## src/hw/rtl/mpq_pkg.sv

```systemverilog
// Shared types and constants for the min priority queue.
// Used by mpq_engine, mpq_out_stage and min_priority_queue; no dependencies.
package mpq_pkg;

  localparam int VALUE_W         = 32;
  localparam int OCC_W           = 5;
  localparam int STATUS_W        = 2;
  localparam int IN_TDATA_W      = 32;
  localparam int OUT_TDATA_W     = 40;
  localparam int DEF_QUEUE_DEPTH = 16;

  // Command carried on the input tuser
  typedef enum logic {
    CMD_INSERT = 1'b0,
    CMD_REMOVE = 1'b1
  } cmd_t;

  // Result status carried on the output tuser
  typedef enum logic [STATUS_W-1:0] {
    STATUS_OK    = 2'd0,
    STATUS_EMPTY = 2'd1,
    STATUS_FULL  = 2'd2
  } status_t;

  // One result word between the engine and the output stage
  typedef struct packed {
    logic signed [VALUE_W-1:0] removed_value;
    status_t                   status;
    logic [OCC_W-1:0]          occupancy;
  } res_t;

endpackage

```

## src/hw/rtl/mpq_engine.sv

```systemverilog
// Queue engine: value memory, fill count and the minimum scan sequencer.
// Depends on mpq_pkg; feeds mpq_out_stage.
module mpq_engine #(
  parameter int QUEUE_DEPTH = mpq_pkg::DEF_QUEUE_DEPTH
) (
  input  logic                                clk,
  input  logic                                rst_n,
  input  logic                                in_valid,
  output logic                                in_ready,
  input  mpq_pkg::cmd_t                       in_cmd,
  input  logic signed [mpq_pkg::VALUE_W-1:0]  in_value,
  input  logic                                stage_ready,
  output logic                                res_valid,
  output mpq_pkg::res_t                       res
);
  import mpq_pkg::*;

  localparam int IDX_W = $clog2(QUEUE_DEPTH);
  localparam int CNT_W = $clog2(QUEUE_DEPTH + 1);

  typedef enum logic [1:0] {
    ST_IDLE,
    ST_SCAN,
    ST_FIX
  } state_t;

  state_t                    state_r;
  logic [CNT_W-1:0]          count_r;
  logic [CNT_W-1:0]          iss_r;
  logic                      dvld_r;
  logic [IDX_W-1:0]          didx_r;
  logic                      first_r;
  logic signed [VALUE_W-1:0] best_val_r;
  logic [IDX_W-1:0]          best_idx_r;
  logic signed [VALUE_W-1:0] last_val_r;

  logic signed [VALUE_W-1:0] mem_r [QUEUE_DEPTH];
  logic signed [VALUE_W-1:0] rd_data_r;

  logic             accept;
  logic             is_empty;
  logic             is_full;
  logic             issue;
  logic [IDX_W-1:0] last_idx;
  logic             cand_take;
  logic             scan_end;
  logic             mem_we;
  logic [IDX_W-1:0] mem_waddr;
  logic signed [VALUE_W-1:0] mem_wdata;

  // Handshake and queue condition
  assign in_ready = (state_r == ST_IDLE) && stage_ready;
  assign accept   = in_valid && in_ready;
  assign is_empty = (count_r == '0);
  assign is_full  = (count_r == CNT_W'(QUEUE_DEPTH));

  // Scan: issue one read per cycle, compare the word that comes back
  assign issue     = (state_r == ST_SCAN) && (iss_r < count_r);
  assign last_idx  = IDX_W'(count_r - CNT_W'(1));
  assign cand_take = dvld_r && (first_r || (rd_data_r < best_val_r));
  assign scan_end  = dvld_r && (didx_r == last_idx);

  // Memory write: append on insert, move the tail into the hole on remove
  always_comb begin
    mem_we    = 1'b0;
    mem_waddr = count_r[IDX_W-1:0];
    mem_wdata = in_value;
    unique case (state_r)
      ST_IDLE: begin
        mem_we = accept && (in_cmd == CMD_INSERT) && !is_full;
      end
      ST_FIX: begin
        mem_we    = stage_ready;
        mem_waddr = best_idx_r;
        mem_wdata = last_val_r;
      end
      default: begin
        mem_we = 1'b0;
      end
    endcase
  end

  always_ff @(posedge clk) begin
    if (mem_we) begin
      mem_r[mem_waddr] <= mem_wdata;
    end
  end

  always_ff @(posedge clk) begin
    rd_data_r <= mem_r[iss_r[IDX_W-1:0]];
  end

  // Result word toward the output stage
  always_comb begin
    res_valid         = 1'b0;
    res.removed_value = '0;
    res.status        = STATUS_OK;
    res.occupancy     = OCC_W'(count_r);
    unique case (state_r)
      ST_IDLE: begin
        if (in_cmd == CMD_INSERT) begin
          res_valid = accept;
          if (is_full) begin
            res.status = STATUS_FULL;
          end else begin
            res.occupancy = OCC_W'(count_r + CNT_W'(1));
          end
        end else begin
          res_valid  = accept && is_empty;
          res.status = STATUS_EMPTY;
        end
      end
      ST_FIX: begin
        res_valid         = stage_ready;
        res.removed_value = best_val_r;
        res.occupancy     = OCC_W'(count_r - CNT_W'(1));
      end
      default: begin
        res_valid = 1'b0;
      end
    endcase
  end

  // Sequencer and datapath registers
  always_ff @(posedge clk) begin
    if (!rst_n) begin
      state_r <= ST_IDLE;
      count_r <= '0;
      dvld_r  <= 1'b0;
      first_r <= 1'b1;
      iss_r   <= '0;
    end else begin
      unique case (state_r)
        ST_IDLE: begin
          if (accept) begin
            if (in_cmd == CMD_INSERT) begin
              if (!is_full) begin
                count_r <= count_r + CNT_W'(1);
              end
            end else if (!is_empty) begin
              state_r <= ST_SCAN;
              iss_r   <= '0;
              dvld_r  <= 1'b0;
              first_r <= 1'b1;
            end
          end
        end
        ST_SCAN: begin
          if (issue) begin
            iss_r <= iss_r + CNT_W'(1);
          end
          dvld_r <= issue;
          didx_r <= iss_r[IDX_W-1:0];
          // keep the earliest of equal minima: strict compare
          if (cand_take) begin
            best_val_r <= rd_data_r;
            best_idx_r <= didx_r;
            first_r    <= 1'b0;
          end
          if (scan_end) begin
            last_val_r <= rd_data_r;
            state_r    <= ST_FIX;
          end
        end
        ST_FIX: begin
          if (stage_ready) begin
            count_r <= count_r - CNT_W'(1);
            state_r <= ST_IDLE;
          end
        end
        default: begin
          state_r <= ST_IDLE;
        end
      endcase
    end
  end

endmodule

```

## src/hw/rtl/mpq_out_stage.sv

```systemverilog
// Output register: holds one result word until the downstream side takes it.
// Depends on mpq_pkg; driven by mpq_engine.
module mpq_out_stage (
  input  logic                                clk,
  input  logic                                rst_n,
  input  logic                                res_valid,
  input  mpq_pkg::res_t                       res,
  output logic                                stage_ready,
  output logic                                out_tvalid,
  input  logic                                out_tready,
  output logic [mpq_pkg::OUT_TDATA_W-1:0]     out_tdata,
  output logic [mpq_pkg::STATUS_W-1:0]        out_tuser
);
  import mpq_pkg::*;

  logic vld_r;
  res_t res_r;

  // Free when empty or being drained this cycle
  assign stage_ready = !vld_r || out_tready;

  // Load a new word, or drop the one just taken
  always_ff @(posedge clk) begin
    if (!rst_n) begin
      vld_r <= 1'b0;
    end else if (res_valid) begin
      vld_r <= 1'b1;
    end else if (out_tready) begin
      vld_r <= 1'b0;
    end
  end

  always_ff @(posedge clk) begin
    if (res_valid) begin
      res_r <= res;
    end
  end

  assign out_tvalid = vld_r;
  assign out_tdata  = {{(OUT_TDATA_W - VALUE_W - OCC_W){1'b0}},
                       res_r.occupancy, res_r.removed_value};
  assign out_tuser  = res_r.status;

endmodule

```

## src/hw/rtl/min_priority_queue.sv

```systemverilog
// Min priority queue top level: engine plus output register.
// Depends on mpq_pkg, mpq_engine and mpq_out_stage.
//
//   channel  | direction | tdata (low bit first)                 | tuser
//   ---------+-----------+---------------------------------------+----------------
//   in_      | slave     | value[31:0]                           | cmd (0 ins, 1 rm)
//   out_     | master    | removed_value[31:0], occupancy[36:32] | status[1:0]
//
// Insert, and any command that fails, reaches the output register in the
// cycle after accept. Remove of n stored values makes one read per cycle
// over the single memory read port, takes each word from a registered read,
// then writes the tail back into the freed slot. One word is in work at a time.
// Reset empties the queue at once; no clearing pass runs over the memory.
// A stalled output holds the result; input is accepted again once the output
// register is free or being drained.
module min_priority_queue #(
  parameter int QUEUE_DEPTH = mpq_pkg::DEF_QUEUE_DEPTH
) (
  input  logic                             clk,
  input  logic                             rst_n,
  input  logic                             in_tvalid,
  output logic                             in_tready,
  input  logic [mpq_pkg::IN_TDATA_W-1:0]   in_tdata,   // value[31:0]
  input  logic                             in_tuser,   // cmd[0]
  output logic                             out_tvalid,
  input  logic                             out_tready,
  output logic [mpq_pkg::OUT_TDATA_W-1:0]  out_tdata,  // removed_value[31:0], occupancy[36:32]
  output logic [mpq_pkg::STATUS_W-1:0]     out_tuser   // status[1:0]
);
  import mpq_pkg::*;

  logic stage_ready;
  logic res_valid;
  res_t res;
  cmd_t in_cmd;

  assign in_cmd = cmd_t'(in_tuser);

  mpq_engine #(
    .QUEUE_DEPTH (QUEUE_DEPTH)
  ) u_engine (
    .clk         (clk),
    .rst_n       (rst_n),
    .in_valid    (in_tvalid),
    .in_ready    (in_tready),
    .in_cmd      (in_cmd),
    .in_value    ($signed(in_tdata[VALUE_W-1:0])),
    .stage_ready (stage_ready),
    .res_valid   (res_valid),
    .res         (res)
  );

  mpq_out_stage u_out (
    .clk         (clk),
    .rst_n       (rst_n),
    .res_valid   (res_valid),
    .res         (res),
    .stage_ready (stage_ready),
    .out_tvalid  (out_tvalid),
    .out_tready  (out_tready),
    .out_tdata   (out_tdata),
    .out_tuser   (out_tuser)
  );

endmodule
```

## config.mk

```make
export PLATFORM = sky130hd
export DESIGN_NAME = min_priority_queue
export DESIGN_NICKNAME = d
export VERILOG_FILES = /design/src/hw/rtl/mpq_pkg.sv /design/src/hw/rtl/mpq_engine.sv /design/src/hw/rtl/mpq_out_stage.sv /design/src/hw/rtl/min_priority_queue.sv
export SDC_FILE = /design/constraint.sdc
export NUM_CORES = 1
export LEC_CHECK = 0
export ABC_AREA = 1
export BUFFER_PORTS_ARGS = -buffer_cell sky130_fd_sc_hd__buf_2
export CAP_MARGIN = 5
export CORE_AREA = 2 2 212 235
export DETAILED_ROUTE_END_ITERATION = 12
export DIE_AREA = 0 0 214 237
export PLACE_DENSITY = 0.67
export SYNTH_ARGS = -nofsm -noshare
export SYNTH_HDL_FRONTEND = slang
export SYNTH_SLANG_ARGS = --single-unit
```

## constraint.sdc

```tcl
create_clock -name clk -period 6.4 [get_ports clk]
set_input_delay 1.28 -clock clk [delete_from_list [all_inputs] [get_ports clk]]
set_output_delay 1.28 -clock clk [all_outputs]
set_load 0.005 [all_outputs]
```

== Word-level counts from Yosys, hierarchy flattened ==
Memories as Yosys holds them, arrays and structs flattened. A register that Yosys moved wholly into a read port is not among the register bits.
Cells that the tools add are included.

* $add $sub $neg: 3
* $lt $le $gt $ge: 2
* Eq/ne operators: 11
* Multiplexer cells: 37
* Bitwise operators: 2
* Reduce and logical (&&, ||, !) cells: 26

{| class="wikitable"
|+ Operators by type and width
! operator !! count
|-
| 5-bit two-way mux || 8
|-
| 32-bit less-than comparator || 1
|-
| 32-bit two-way mux || 1
|-
| 5-bit one-hot mux with 2 select lines || 3
|-
| 5-bit AND reduction || 3
|-
| 1-bit two-way mux || 13
|-
| 2-bit two-way mux || 6
|-
| 5-bit by 1-bit adder with 5-bit output (second input constant) || 2
|-
| 2-bit by 1-bit inequality test with 1-bit output (second input constant) || 5
|-
| 3-bit AND reduction || 3
|-
| 1-bit logical AND || 8
|-
| 1-bit one-hot mux with 2 select lines || 4
|-
| 2-bit one-hot mux with 3 select lines || 1
|-
| 2-bit nonzero test || 3
|-
| 5-bit == test (second input constant) || 1
|-
| 5-bit logical NOT || 1
|-
| 5-bit less-than comparator || 1
|-
| 5-bit by 1-bit subtractor with 5-bit output (second input constant) || 1
|-
| 4-bit == test || 1
|-
| 4-bit two-way mux || 1
|-
| 2-bit inequality test (second input constant) || 2
|-
| 4-bit AND reduction || 1
|-
| 2-bit by 1-bit == test with 1-bit output (second input constant) || 1
|-
| 2-bit == test (second input constant) || 1
|-
| 6 further kinds || 9
|}

* Register bits after elaboration: 126
* Memory bits (writable): 512
* Input port bits: 37
* Output and inout bits: 44
* Memories: 1

{| class="wikitable"
|+ Memories
! memory !! words !! bits a word !! rd ports !! clocked after memory_dff !! write ports !! line !! RTL
|-
| u_engine.mem_r || 16 || 32 || 1 || 1 || 1 || mpq_engine.sv:37 || <nowiki>logic signed [VALUE_W-1:0] mem_r [QUEUE_DEPTH];</nowiki>
|}

== Depth between registers and ports, before layout ==
Gate-level depths: netlist (run 1).

* Depth in word-level cells: 9
* Depth in mapped cells: 15

== Cells and area by module ==
From an unflattened synthesis (run 1), not the netlist that was laid out.

* Cell total of the unflattened synthesis: 1950
* Area, all modules: 26432.9 µm²

{| class="wikitable"
|+ By module, submodules not included
! module !! times used !! cells each !! area each (µm²)
|-
| mpq_engine || 1 || 1901 || 25189.2
|-
| mpq_out_stage || 1 || 49 || 1243.7
|}

== Worst setup path before layout (run 1) ==
No wires, ideal clock.

* Path kind: input to register
* Start point: in out_tready
* End point: mem u_engine.mem_r[15][0], enable pin
* Arrival time: 4098 ps
* Data required time: 5939 ps
* Slack: 1841 ps
* Cell stages on the path: 6
* Cells stage by stage: nor2_1 > nor2_4 > nand2_2 > o21ai_2 > inv_1 > nor3_1

* Word-level cells in the longest chain between the ends: 8

{| class="wikitable"
|+ RTL lines
! item !! line !! RTL
|-
| start: declaration || min_priority_queue.sv:26 || <nowiki>input logic out_tready,</nowiki>
|-
| 1-bit logical OR || mpq_out_stage.sv:20 || <nowiki>assign stage_ready = !vld_r || out_tready;</nowiki>
|-
| 1-bit logical AND || mpq_engine.sv:52 || <nowiki>assign in_ready = (state_r == ST_IDLE) && stage_ready;</nowiki>
|-
| named net in_tready || min_priority_queue.sv:22 || <nowiki>output logic in_tready,</nowiki>
|-
| 1-bit logical AND || mpq_engine.sv:53 || <nowiki>assign accept = in_valid && in_ready;</nowiki>
|-
| 1-bit logical AND (2 in series) || mpq_engine.sv:70 || <nowiki>mem_we = accept && (in_cmd == CMD_INSERT) && !is_full;</nowiki>
|-
| 1-bit one-hot mux with 2 select lines || mpq_engine.sv:68 || <nowiki>unique case (state_r)</nowiki>
|-
| 1-bit two-way mux || mpq_engine.sv:84 || <nowiki>if (mem_we) begin</nowiki>
|-
| 1-bit two-way mux (not written as such) || mpq_engine.sv:85 || <nowiki>mem_r[mem_waddr] <= mem_wdata;</nowiki>
|-
| end: declaration || mpq_engine.sv:37 ||
|}

The timed path passes the listed nets, and every way through them passes these cells.

== Worst setup path in the final report (run 1) ==
* Start point: reg u_engine.count_r[0]
* End point: mem u_engine.mem_r[8][5], enable pin

* Word-level cells in the longest chain between the ends: 6
* Elaborated cells on any way between the ends: 7

{| class="wikitable"
|+ RTL lines
! item !! line !! RTL
|-
| start: declaration || mpq_engine.sv:28 || <nowiki>logic [CNT_W-1:0] count_r;</nowiki>
|-
| start signal: assignment || mpq_engine.sv:138 || <nowiki>count_r <= count_r + CNT_W'(1);</nowiki>
|-
| start signal: assignment || mpq_engine.sv:167 || <nowiki>count_r <= count_r - CNT_W'(1);</nowiki>
|-
| 5-bit == test || mpq_engine.sv:55 || <nowiki>assign is_full = (count_r == CNT_W'(QUEUE_DEPTH));</nowiki>
|-
| 1-bit logical NOT || mpq_engine.sv:70 ||
|-
| 1-bit logical AND || mpq_engine.sv:70 ||
|-
| 1-bit one-hot mux with 2 select lines || mpq_engine.sv:68 ||
|-
| 1-bit two-way mux || mpq_engine.sv:84 ||
|-
| 1-bit two-way mux (not written as such) || mpq_engine.sv:85 ||
|}

Several ways; a longest one is shown, not always the timed one.

==> metrics.cfg, run 1 <==
[outcome]
status=complete, no violations

[die]
start_util_pct=54.5
dieHeight_um=237
io_pins=81
coreArea_mm2=0.0484
rows=85
die-area_mm2=0.0507
fp.dieW_um=214

[sta]
period_minus_slack_ns=3.42
tightest_slew_ns=1.18
finalHoldViolations=0
max_freq_mhz=292
min_period_over_period_pct=53.5
fin_setup_tns_ns=0
slew_violations=0
slew_headroom_pct=21.4
whs_ns=0.447
setup_viol=0
rsz0062_at_grt=no
finalClockSkew_ns=0.0210

[power]
finalPower_mw=9.31
p_clk_share_pct=41.4
p_switching_mw=2.00
max-vdd-ir-drop_mv=0.180
p_int_mw=7.31
combPwrFrac_pct=5.4
power_density_mw_per_mm2=315
netSwitchingFraction_pct=21.5
p_seq_share_pct=53.2
p_leak_nw=10.0

[final_layout]
syn2layout_area_growth_pct=12.1
final_cells=2704
final_area_mm2=0.0295
antennaDiodeCount=0
nNetsFinal=2073
drive_gt1_share_pct=11.5

[worst_setup_path]
worst_r2r_path_depth=11
rrSetupSlack_ns=2.98
crit_path_start_kind=flip-flop
critical_path_arrival_ns=3.63
critPathMaxFanout=32
end_kind=flip-flop
cpMaxStageDelayCell=nor2_4
cp_cell_sequence=inv_1, ha_1, nand2_1, nor2_1, inv_2, nor2_1, inv_1, nand2_1, o21ai_2, nand3_1, nor2_4
critPathKind=flip-flop to flip-flop
cp.required_ns=6.61
slowest_delay_ns=0.98
timing.rr.start=u_engine.count_r[0]
r2r-end=u_engine.mem_r[8][5]

[route]
ant_nets=0
drtPass1Iterations=7
drt-vias-per-instance=5.80
routed_wl_um=58100
vias=15700
drt-initial-drc-count=1563
drc=0
wire_per_inst_um=21.5

[clock_tree]
cts_root_buf=clkbuf_16
insertion_delay_ns=0.60
cts_resized=0
htreeDepth=3
cts_buffers=66
clkTransAtPathRegs_ns=0.06
post_cts_buffers=0
cts-hold-fix-buffers=0
cts_tree=yes
cts.sinks=670
clock_path_buffers=3

[grt]
gr-usage-all-layers_pct=23.1
grt_max_degree=206
grt_pass1_wl_um=89700
grt_pass1_vias=15500
grt-ovfl-total=0
antenna_found_initial=0

[yosys]
synth_edf_count=623
synth_top_area_share_pct=71.0
syn_avg_cell_area_um2=13.6
postSynthCellCount=1941
yosysSeqAreaShare_pct=74.6
synthArstFlopShare_pct=0
yosysWarnings=0
yosysUniqueCellTypes=41
synthesis.area_mm2=0.0264
yosysTopAreaCell=edfxtp_1
synthTopCellsByArea=edfxtp_1, nor2_1, dfxtp_1, nand2_1, o21ai_0
synth_common_cells=edfxtp_1, nor2_1, nand2_1
synth_flop_cell=edfxtp_1
ys_seq_elements=670
post-synth-top-count-cell=edfxtp_1

[placed_design]
place_inst=2582
port_buffers=77
place_congestion=0.800
placed_area_mm2=0.0274
hpwl_um=33000

[worst_hold_path]
min_from=u_engine.rd_data_r[17]
hp-class=flip-flop to flip-flop
holdPathEnd=u_engine.best_val_r[17]
min_path_cells=0

[flow_run]
maxCapViolations=0

[stage by stage]
stage	utilization (%)	setup slack (ns)
after global placement	56.6	2.68
after CTS	61.1	3.02
after floorplan	-	1.84
after detailed placement	56.6	2.61
after global routing	61.1	2.76
final	61.1	2.98
[worst max-delay path: cells and delay by family (launching register included)]
family          cells  cell delay [ns]
compound gates      1             0.30
fa+ha+maj           1             0.24
buf+inv             3             0.33
flops               1             0.51
simple gates        6             1.64
[how the worst max path moves through the flow]
stage,start,endpoint,slack (ns),cells after the start
floorplan,out_tready,u_engine.mem_r[15][0],1.84,6
global placement,out_tready,u_engine.mem_r[8][5],2.68,7
detailed placement,out_tready,u_engine.mem_r[8][5],2.61,7
CTS,u_engine.count_r[0],u_engine.mem_r[8][5],3.02,11
global route,u_engine.count_r[0],u_engine.mem_r[8][5],2.76,11
finish,u_engine.count_r[0],u_engine.mem_r[8][5],2.98,11
[registers in the layout (all words and copies together) (netlist names)]
| register | flops |
|---|---|
| u_engine.mem_r | 512 |
| u_out.out_tdata | 37 |
| u_engine.best_val_r | 32 |
| u_engine.last_val_r | 32 |
| u_engine.rd_data_r | 32 |
| u_engine.count_r | 5 |
| u_engine.iss_r | 5 |
| u_engine.best_idx_r | 4 |
| u_engine.didx_r | 4 |
| u_engine.state_r | 2 |
| u_out.out_tuser | 2 |
| u_engine.dvld_r | 1 |
| u_engine.first_r | 1 |
| u_out.out_tvalid | 1 |
[power groups by stage]
stage	registers (mW)	logic, mW	clock network, mW
final	4.95	0.503	3.86
after CTS	4.95	0.505	3.92
after detailed placement	5.04	0.502	0
after global placement	5.04	0.488	0
after floorplan	5.01	0.340	0
after global routing	4.95	0.557	4.10
[cells in the final DEF, fill, tap and decap left out, types with 4 or more instances in the layout]
cell         n
nand2_1    214
dfxtp_1     44
o21ai_0    145
nor2_4      18
mux2i_1     53
clkbuf_8     6
nor3_2       4
o32ai_1     75
o221ai_1    56
edfxtp_1   623
clkinv_1     6
a21oi_1     26
nor2_1     334
o211ai_1    14
ha_1        38
buf_4       21
buf_2       77
bufinv_16    6
xor2_1       8
nand4_1      4
inv_6        5
o21ai_1      4
clkbuf_16   67
clkinv_2     4
inv_2       10
nand3_1     65
clkbuf_1    27
inv_1       62
[cell families after synthesis]
kind of cell,count (synthesis),synth area share [%]
other cells,1,0.0142
compound gates,332,8.45
buf+inv,187,3.04
mux,53,2.01
flops,670,74.6
simple gates,651,9.83
fa+ha+maj,38,1.80
xor+xnor,9,0.299
[cell type report]
type,instances,area [µm²]
Clock buffer,100,1860
Clock inverter,22,294
Fill cell,3628,18800
Inverter,74,283
Multi-Input combinational cell,1086,6050
Sequential cell,670,19700
Tap cell,652,816
Timing Repair Buffer,100,583
[per-layer routing]
metal | GRT usage, % | routed length, µm | up-vias
met3 | 3.65 | 4210 | 87
met2 | 37.4 | 27800 | 635
met4 | 7.67 | 1220 | 0
met5 | 0 | 0 | -
li1 | - | - | 7252
met1 | 32.2 | 24800 | 7716
No activity file was read; power rests on OpenSTA's default activity.
==> inputs of run 2 (changes only) <==
--- a/config.mk
+++ b/config.mk
@@ -5,12 +5,12 @@
 export SDC_FILE = /design/constraint.sdc
 export NUM_CORES = 1
 export LEC_CHECK = 0
-export ABC_AREA = 1
+export ABC_AREA = 0
 export BUFFER_PORTS_ARGS = -buffer_cell sky130_fd_sc_hd__buf_2
 export CAP_MARGIN = 5
-export CORE_AREA = 2 2 212 235
+export CORE_AREA = 2 2 210 233
 export DETAILED_ROUTE_END_ITERATION = 12
-export DIE_AREA = 0 0 214 237
+export DIE_AREA = 0 0 212 235
 export PLACE_DENSITY = 0.67
 export SYNTH_ARGS = -nofsm -noshare
 export SYNTH_HDL_FRONTEND = slang
==> constraint.sdc (replaced) <==
create_clock -name clk -period 3.45 [get_ports clk]
set_input_delay 0.69 -clock clk [delete_from_list [all_inputs] [get_ports clk]]
set_output_delay 0.69 -clock clk [all_outputs]
set_load 0.005 [all_outputs]
==> metrics.cfg, run 2 <==
[clock_tree]
cts_resized=0  ; unchanged
cts-hold-fix-buffers=0  ; unchanged
clkTransAtPathRegs_ns=0.06  ; about the same
cts_buffers=67  ; was 66
htreeDepth=3  ; unchanged
cts_tree=yes  ; unchanged
cts.sinks=670  ; unchanged
cts_root_buf=clkbuf_16  ; unchanged
clock_path_buffers=3  ; unchanged
post_cts_buffers=0  ; unchanged
insertion_delay_ns=0.60  ; about the same

[power]
power_density_mw_per_mm2=575  ; was 315 mW/mm²
p_seq_share_pct=52.6  ; was 53.2%
p_switching_mw=3.31  ; was 2.00 mW
p_leak_nw=9.80  ; was 10.0 nW
max-vdd-ir-drop_mv=0.370  ; was 0.180 mV
finalPower_mw=17.2  ; was 9.31 mW
combPwrFrac_pct=2.8  ; was 5.4%
netSwitchingFraction_pct=19.3  ; was 21.5%
p_int_mw=13.9  ; was 7.31 mW
p_clk_share_pct=44.6  ; was 41.4%

[grt]
grt_max_degree=57  ; was 206
grt-ovfl-total=0  ; unchanged
gr-usage-all-layers_pct=23.2  ; was 23.1%
antenna_found_initial=0  ; unchanged
grt_pass1_vias=12900  ; was 15500
grt_pass1_wl_um=83300  ; was 89700 µm

[route]
wire_per_inst_um=26.1  ; was 21.5 µm
drt-initial-drc-count=1302  ; was 1563
drc=0  ; unchanged
drt-vias-per-instance=5.96  ; was 5.80
routed_wl_um=55900  ; was 58100 µm
drtPass1Iterations=7  ; unchanged
ant_nets=0  ; unchanged
vias=12800  ; was 15700

[worst_setup_path]
slowest_delay_ns=0.55  ; was 0.98 ns
critical_path_arrival_ns=3.40  ; was 3.63 ns
worst_r2r_path_depth=9  ; was 11
crit_buf_inv=2  ; was 3
crit_path_start_kind=flip-flop  ; unchanged
cp.required_ns=3.72  ; was 6.61 ns
crit_family=simple AND/OR/NAND/NOR gates  ; unchanged
critPathMaxFanout=28  ; was 32
cp_num_cells=9  ; was 11
cp_cell_sequence=inv_1, ha_1, nor3b_1, a21oi_1, a21oi_1, nor3_2, o21ai_1, nor2_4, buf_12  ; was inv_1, ha_1, nand2_1, nor2_1, inv_2, nor2_1, inv_1, nand2_1, o21ai_2, nand3_1, nor2_4
timing.critical_path.mode_cell=a21oi_1
end_kind=flip-flop  ; unchanged
critPathKind=flip-flop to flip-flop  ; unchanged
cpMaxStageDelayCell=dfxtp_1  ; was nor2_4

[yosys]
post-synth-top-count-cell=edfxtp_1  ; unchanged
syn_avg_cell_area_um2=19.8  ; was 13.6 µm²
synth_flop_cell=edfxtp_1  ; unchanged
yosysWarnings=0  ; unchanged
synthTopCellsByArea=edfxtp_1, mux4_2, dfxtp_1, ha_1, nand2_1  ; was edfxtp_1, nor2_1, dfxtp_1, nand2_1, o21ai_0
synthesis.area_mm2=0.0259  ; was 0.0264 mm²
yosysTopAreaCell=edfxtp_1  ; unchanged
ys_seq_elements=670  ; unchanged
yosysSeqAreaShare_pct=75.9  ; was 74.6%
yosysUniqueCellTypes=52  ; was 41
synthArstFlopShare_pct=0  ; unchanged
synth_top_area_share_pct=72.3  ; was 71.0%
synth_edf_count=623  ; unchanged
synth_common_cells=edfxtp_1, mux4_2, nand2_1  ; was edfxtp_1, nor2_1, nand2_1
postSynthCellCount=1304  ; was 1941

[final_layout]
antennaDiodeCount=0  ; unchanged
final_cell_mix=edfxtp_1, mux4_2, nand2_1, buf_2, clkbuf_16  ; was edfxtp_1, nor2_1, nand2_1, o21ai_0, buf_2
largest_reg_flops=512  ; unchanged
syn2layout_area_growth_pct=15.4  ; was 12.1%
nNetsFinal=1516  ; was 2073
regMostFlops=u_engine.mem_r  ; unchanged
final_common_cell=edfxtp_1  ; unchanged
final_cells=2140  ; was 2704
drive_gt1_share_pct=27.8  ; was 11.5%
fin_util_pct=63.0  ; was 61.1%

[die]
die-area_mm2=0.0498  ; was 0.0507 mm²
dieHeight_um=235  ; was 237 µm
coreArea_mm2=0.0474  ; was 0.0484 mm²
rows=84  ; was 85
fp.dieW_um=212  ; was 214 µm
start_util_pct=54.6  ; was 54.5%
io_pins=81  ; unchanged

[sta]
max_freq_mhz=319  ; was 292 MHz
slew_headroom_pct=27.4  ; was 21.4%
min_period_over_period_pct=90.7  ; was 53.5%
period_minus_slack_ns=3.13  ; was 3.42 ns
finalClockSkew_ns=0.0190  ; was 0.0210 ns
whs_ns=0.431  ; was 0.447 ns
slew_violations=0  ; unchanged
setup_viol=0  ; unchanged
tightest_slew_ns=1.08  ; was 1.18 ns
rsz0062_at_grt=no  ; unchanged
finalHoldViolations=0  ; unchanged

[placed_design]
place_inst=2017  ; was 2582
hpwl_um=31200  ; was 33000 µm
port_buffers=77  ; unchanged
place_congestion=0.816  ; was 0.800

[worst_hold_path]
hp-class=input port to flip-flop  ; was flip-flop to flip-flop
min_path_cells=2  ; was 0

[flow_run]
maxCapViolations=0  ; unchanged

[outcome]
status=complete, no violations  ; unchanged

run 2: cell types whose count changed in the layout (fill, tap and decap cells not counted), moves of 19 or more:
cell and change:
o221ai_1 -56, nand2_1 -102, inv_1 -19, nand3_1 -56, mux2i_1 -53, o32ai_1 -75, o21ai_0 -133, nor2_1 -286
mux4_2 +160
run 2: area by class of cell:
| cell class | instances | area, µm² |
|---|---|---|
| Clock buffer | 99 | 1990 |
| Clock inverter | 24 | 357 |
| Fill cell | 3277 | 17500 |
| Inverter | 44 | 165 |
| Multi-Input combinational cell | 529 | 5890 |
| Sequential cell | 670 | 19700 |
| Tap cell | 645 | 807 |
| Timing Repair Buffer | 129 | 976 |
run 2: path summary, 6_finish.rpt:
kind                         start                     end  slack, ns
max            u_engine.count_r[0]   u_engine.mem_r[4][11]       0.32
min reg2reg  u_engine.rd_data_r[0]  u_engine.best_val_r[0]       0.44
max reg2reg    u_engine.count_r[0]   u_engine.mem_r[4][11]       0.32
min                          rst_n       u_engine.iss_r[0]       0.43
run 2: metal layers:
metal  vias up  routed length [µm]  track usage, %
li1       5491                   -               -
met1      6721               23900            33.8
met2       463               27500            36.6
met3        86                3280            3.49
met4         0                1250            7.43
met5         -                   0               0
run 2: power by group through the flow:
stage / clock network (mW) / logic [mW] / registers (mW)
3_5_place_dp: 0 / 0.477 / 9.21
2_1_floorplan: 0 / 0.288 / 9.20
6_report: 7.66 / 0.476 / 9.03
5_1_grt: 8.07 / 0.523 / 9.04
3_3_place_gp: 0 / 0.466 / 9.20
4_1_cts: 7.78 / 0.479 / 9.03
run 2: kinds of logic (layout without fill, tap and decap cells):
group                      Yosys count  after routing  share of synthesized area (%)
and+or+nand+nor                    234            234                           3.86
AOI/OAI and AO/OA                   85             85                           2.15
buffers and inverters              107            296                           1.95
xor gates and xnor gates             9              9                          0.334
muxes                              160            160                           13.9
DFF                                670            670                           75.9
other                                1              3                         0.0145
adders and majority gates           38             38                           1.84
run 2: through the flow:
step	setup TNS, ns	setup WS [ns]	instance area (µm²)
floorplan	-14.36	-0.0400	25900
global placement	0	0.421	27500
detailed placement	0	0.347	27500
CTS	0	0.302	29900
global route	0	0.116	29900
finish	0	0.319	29900
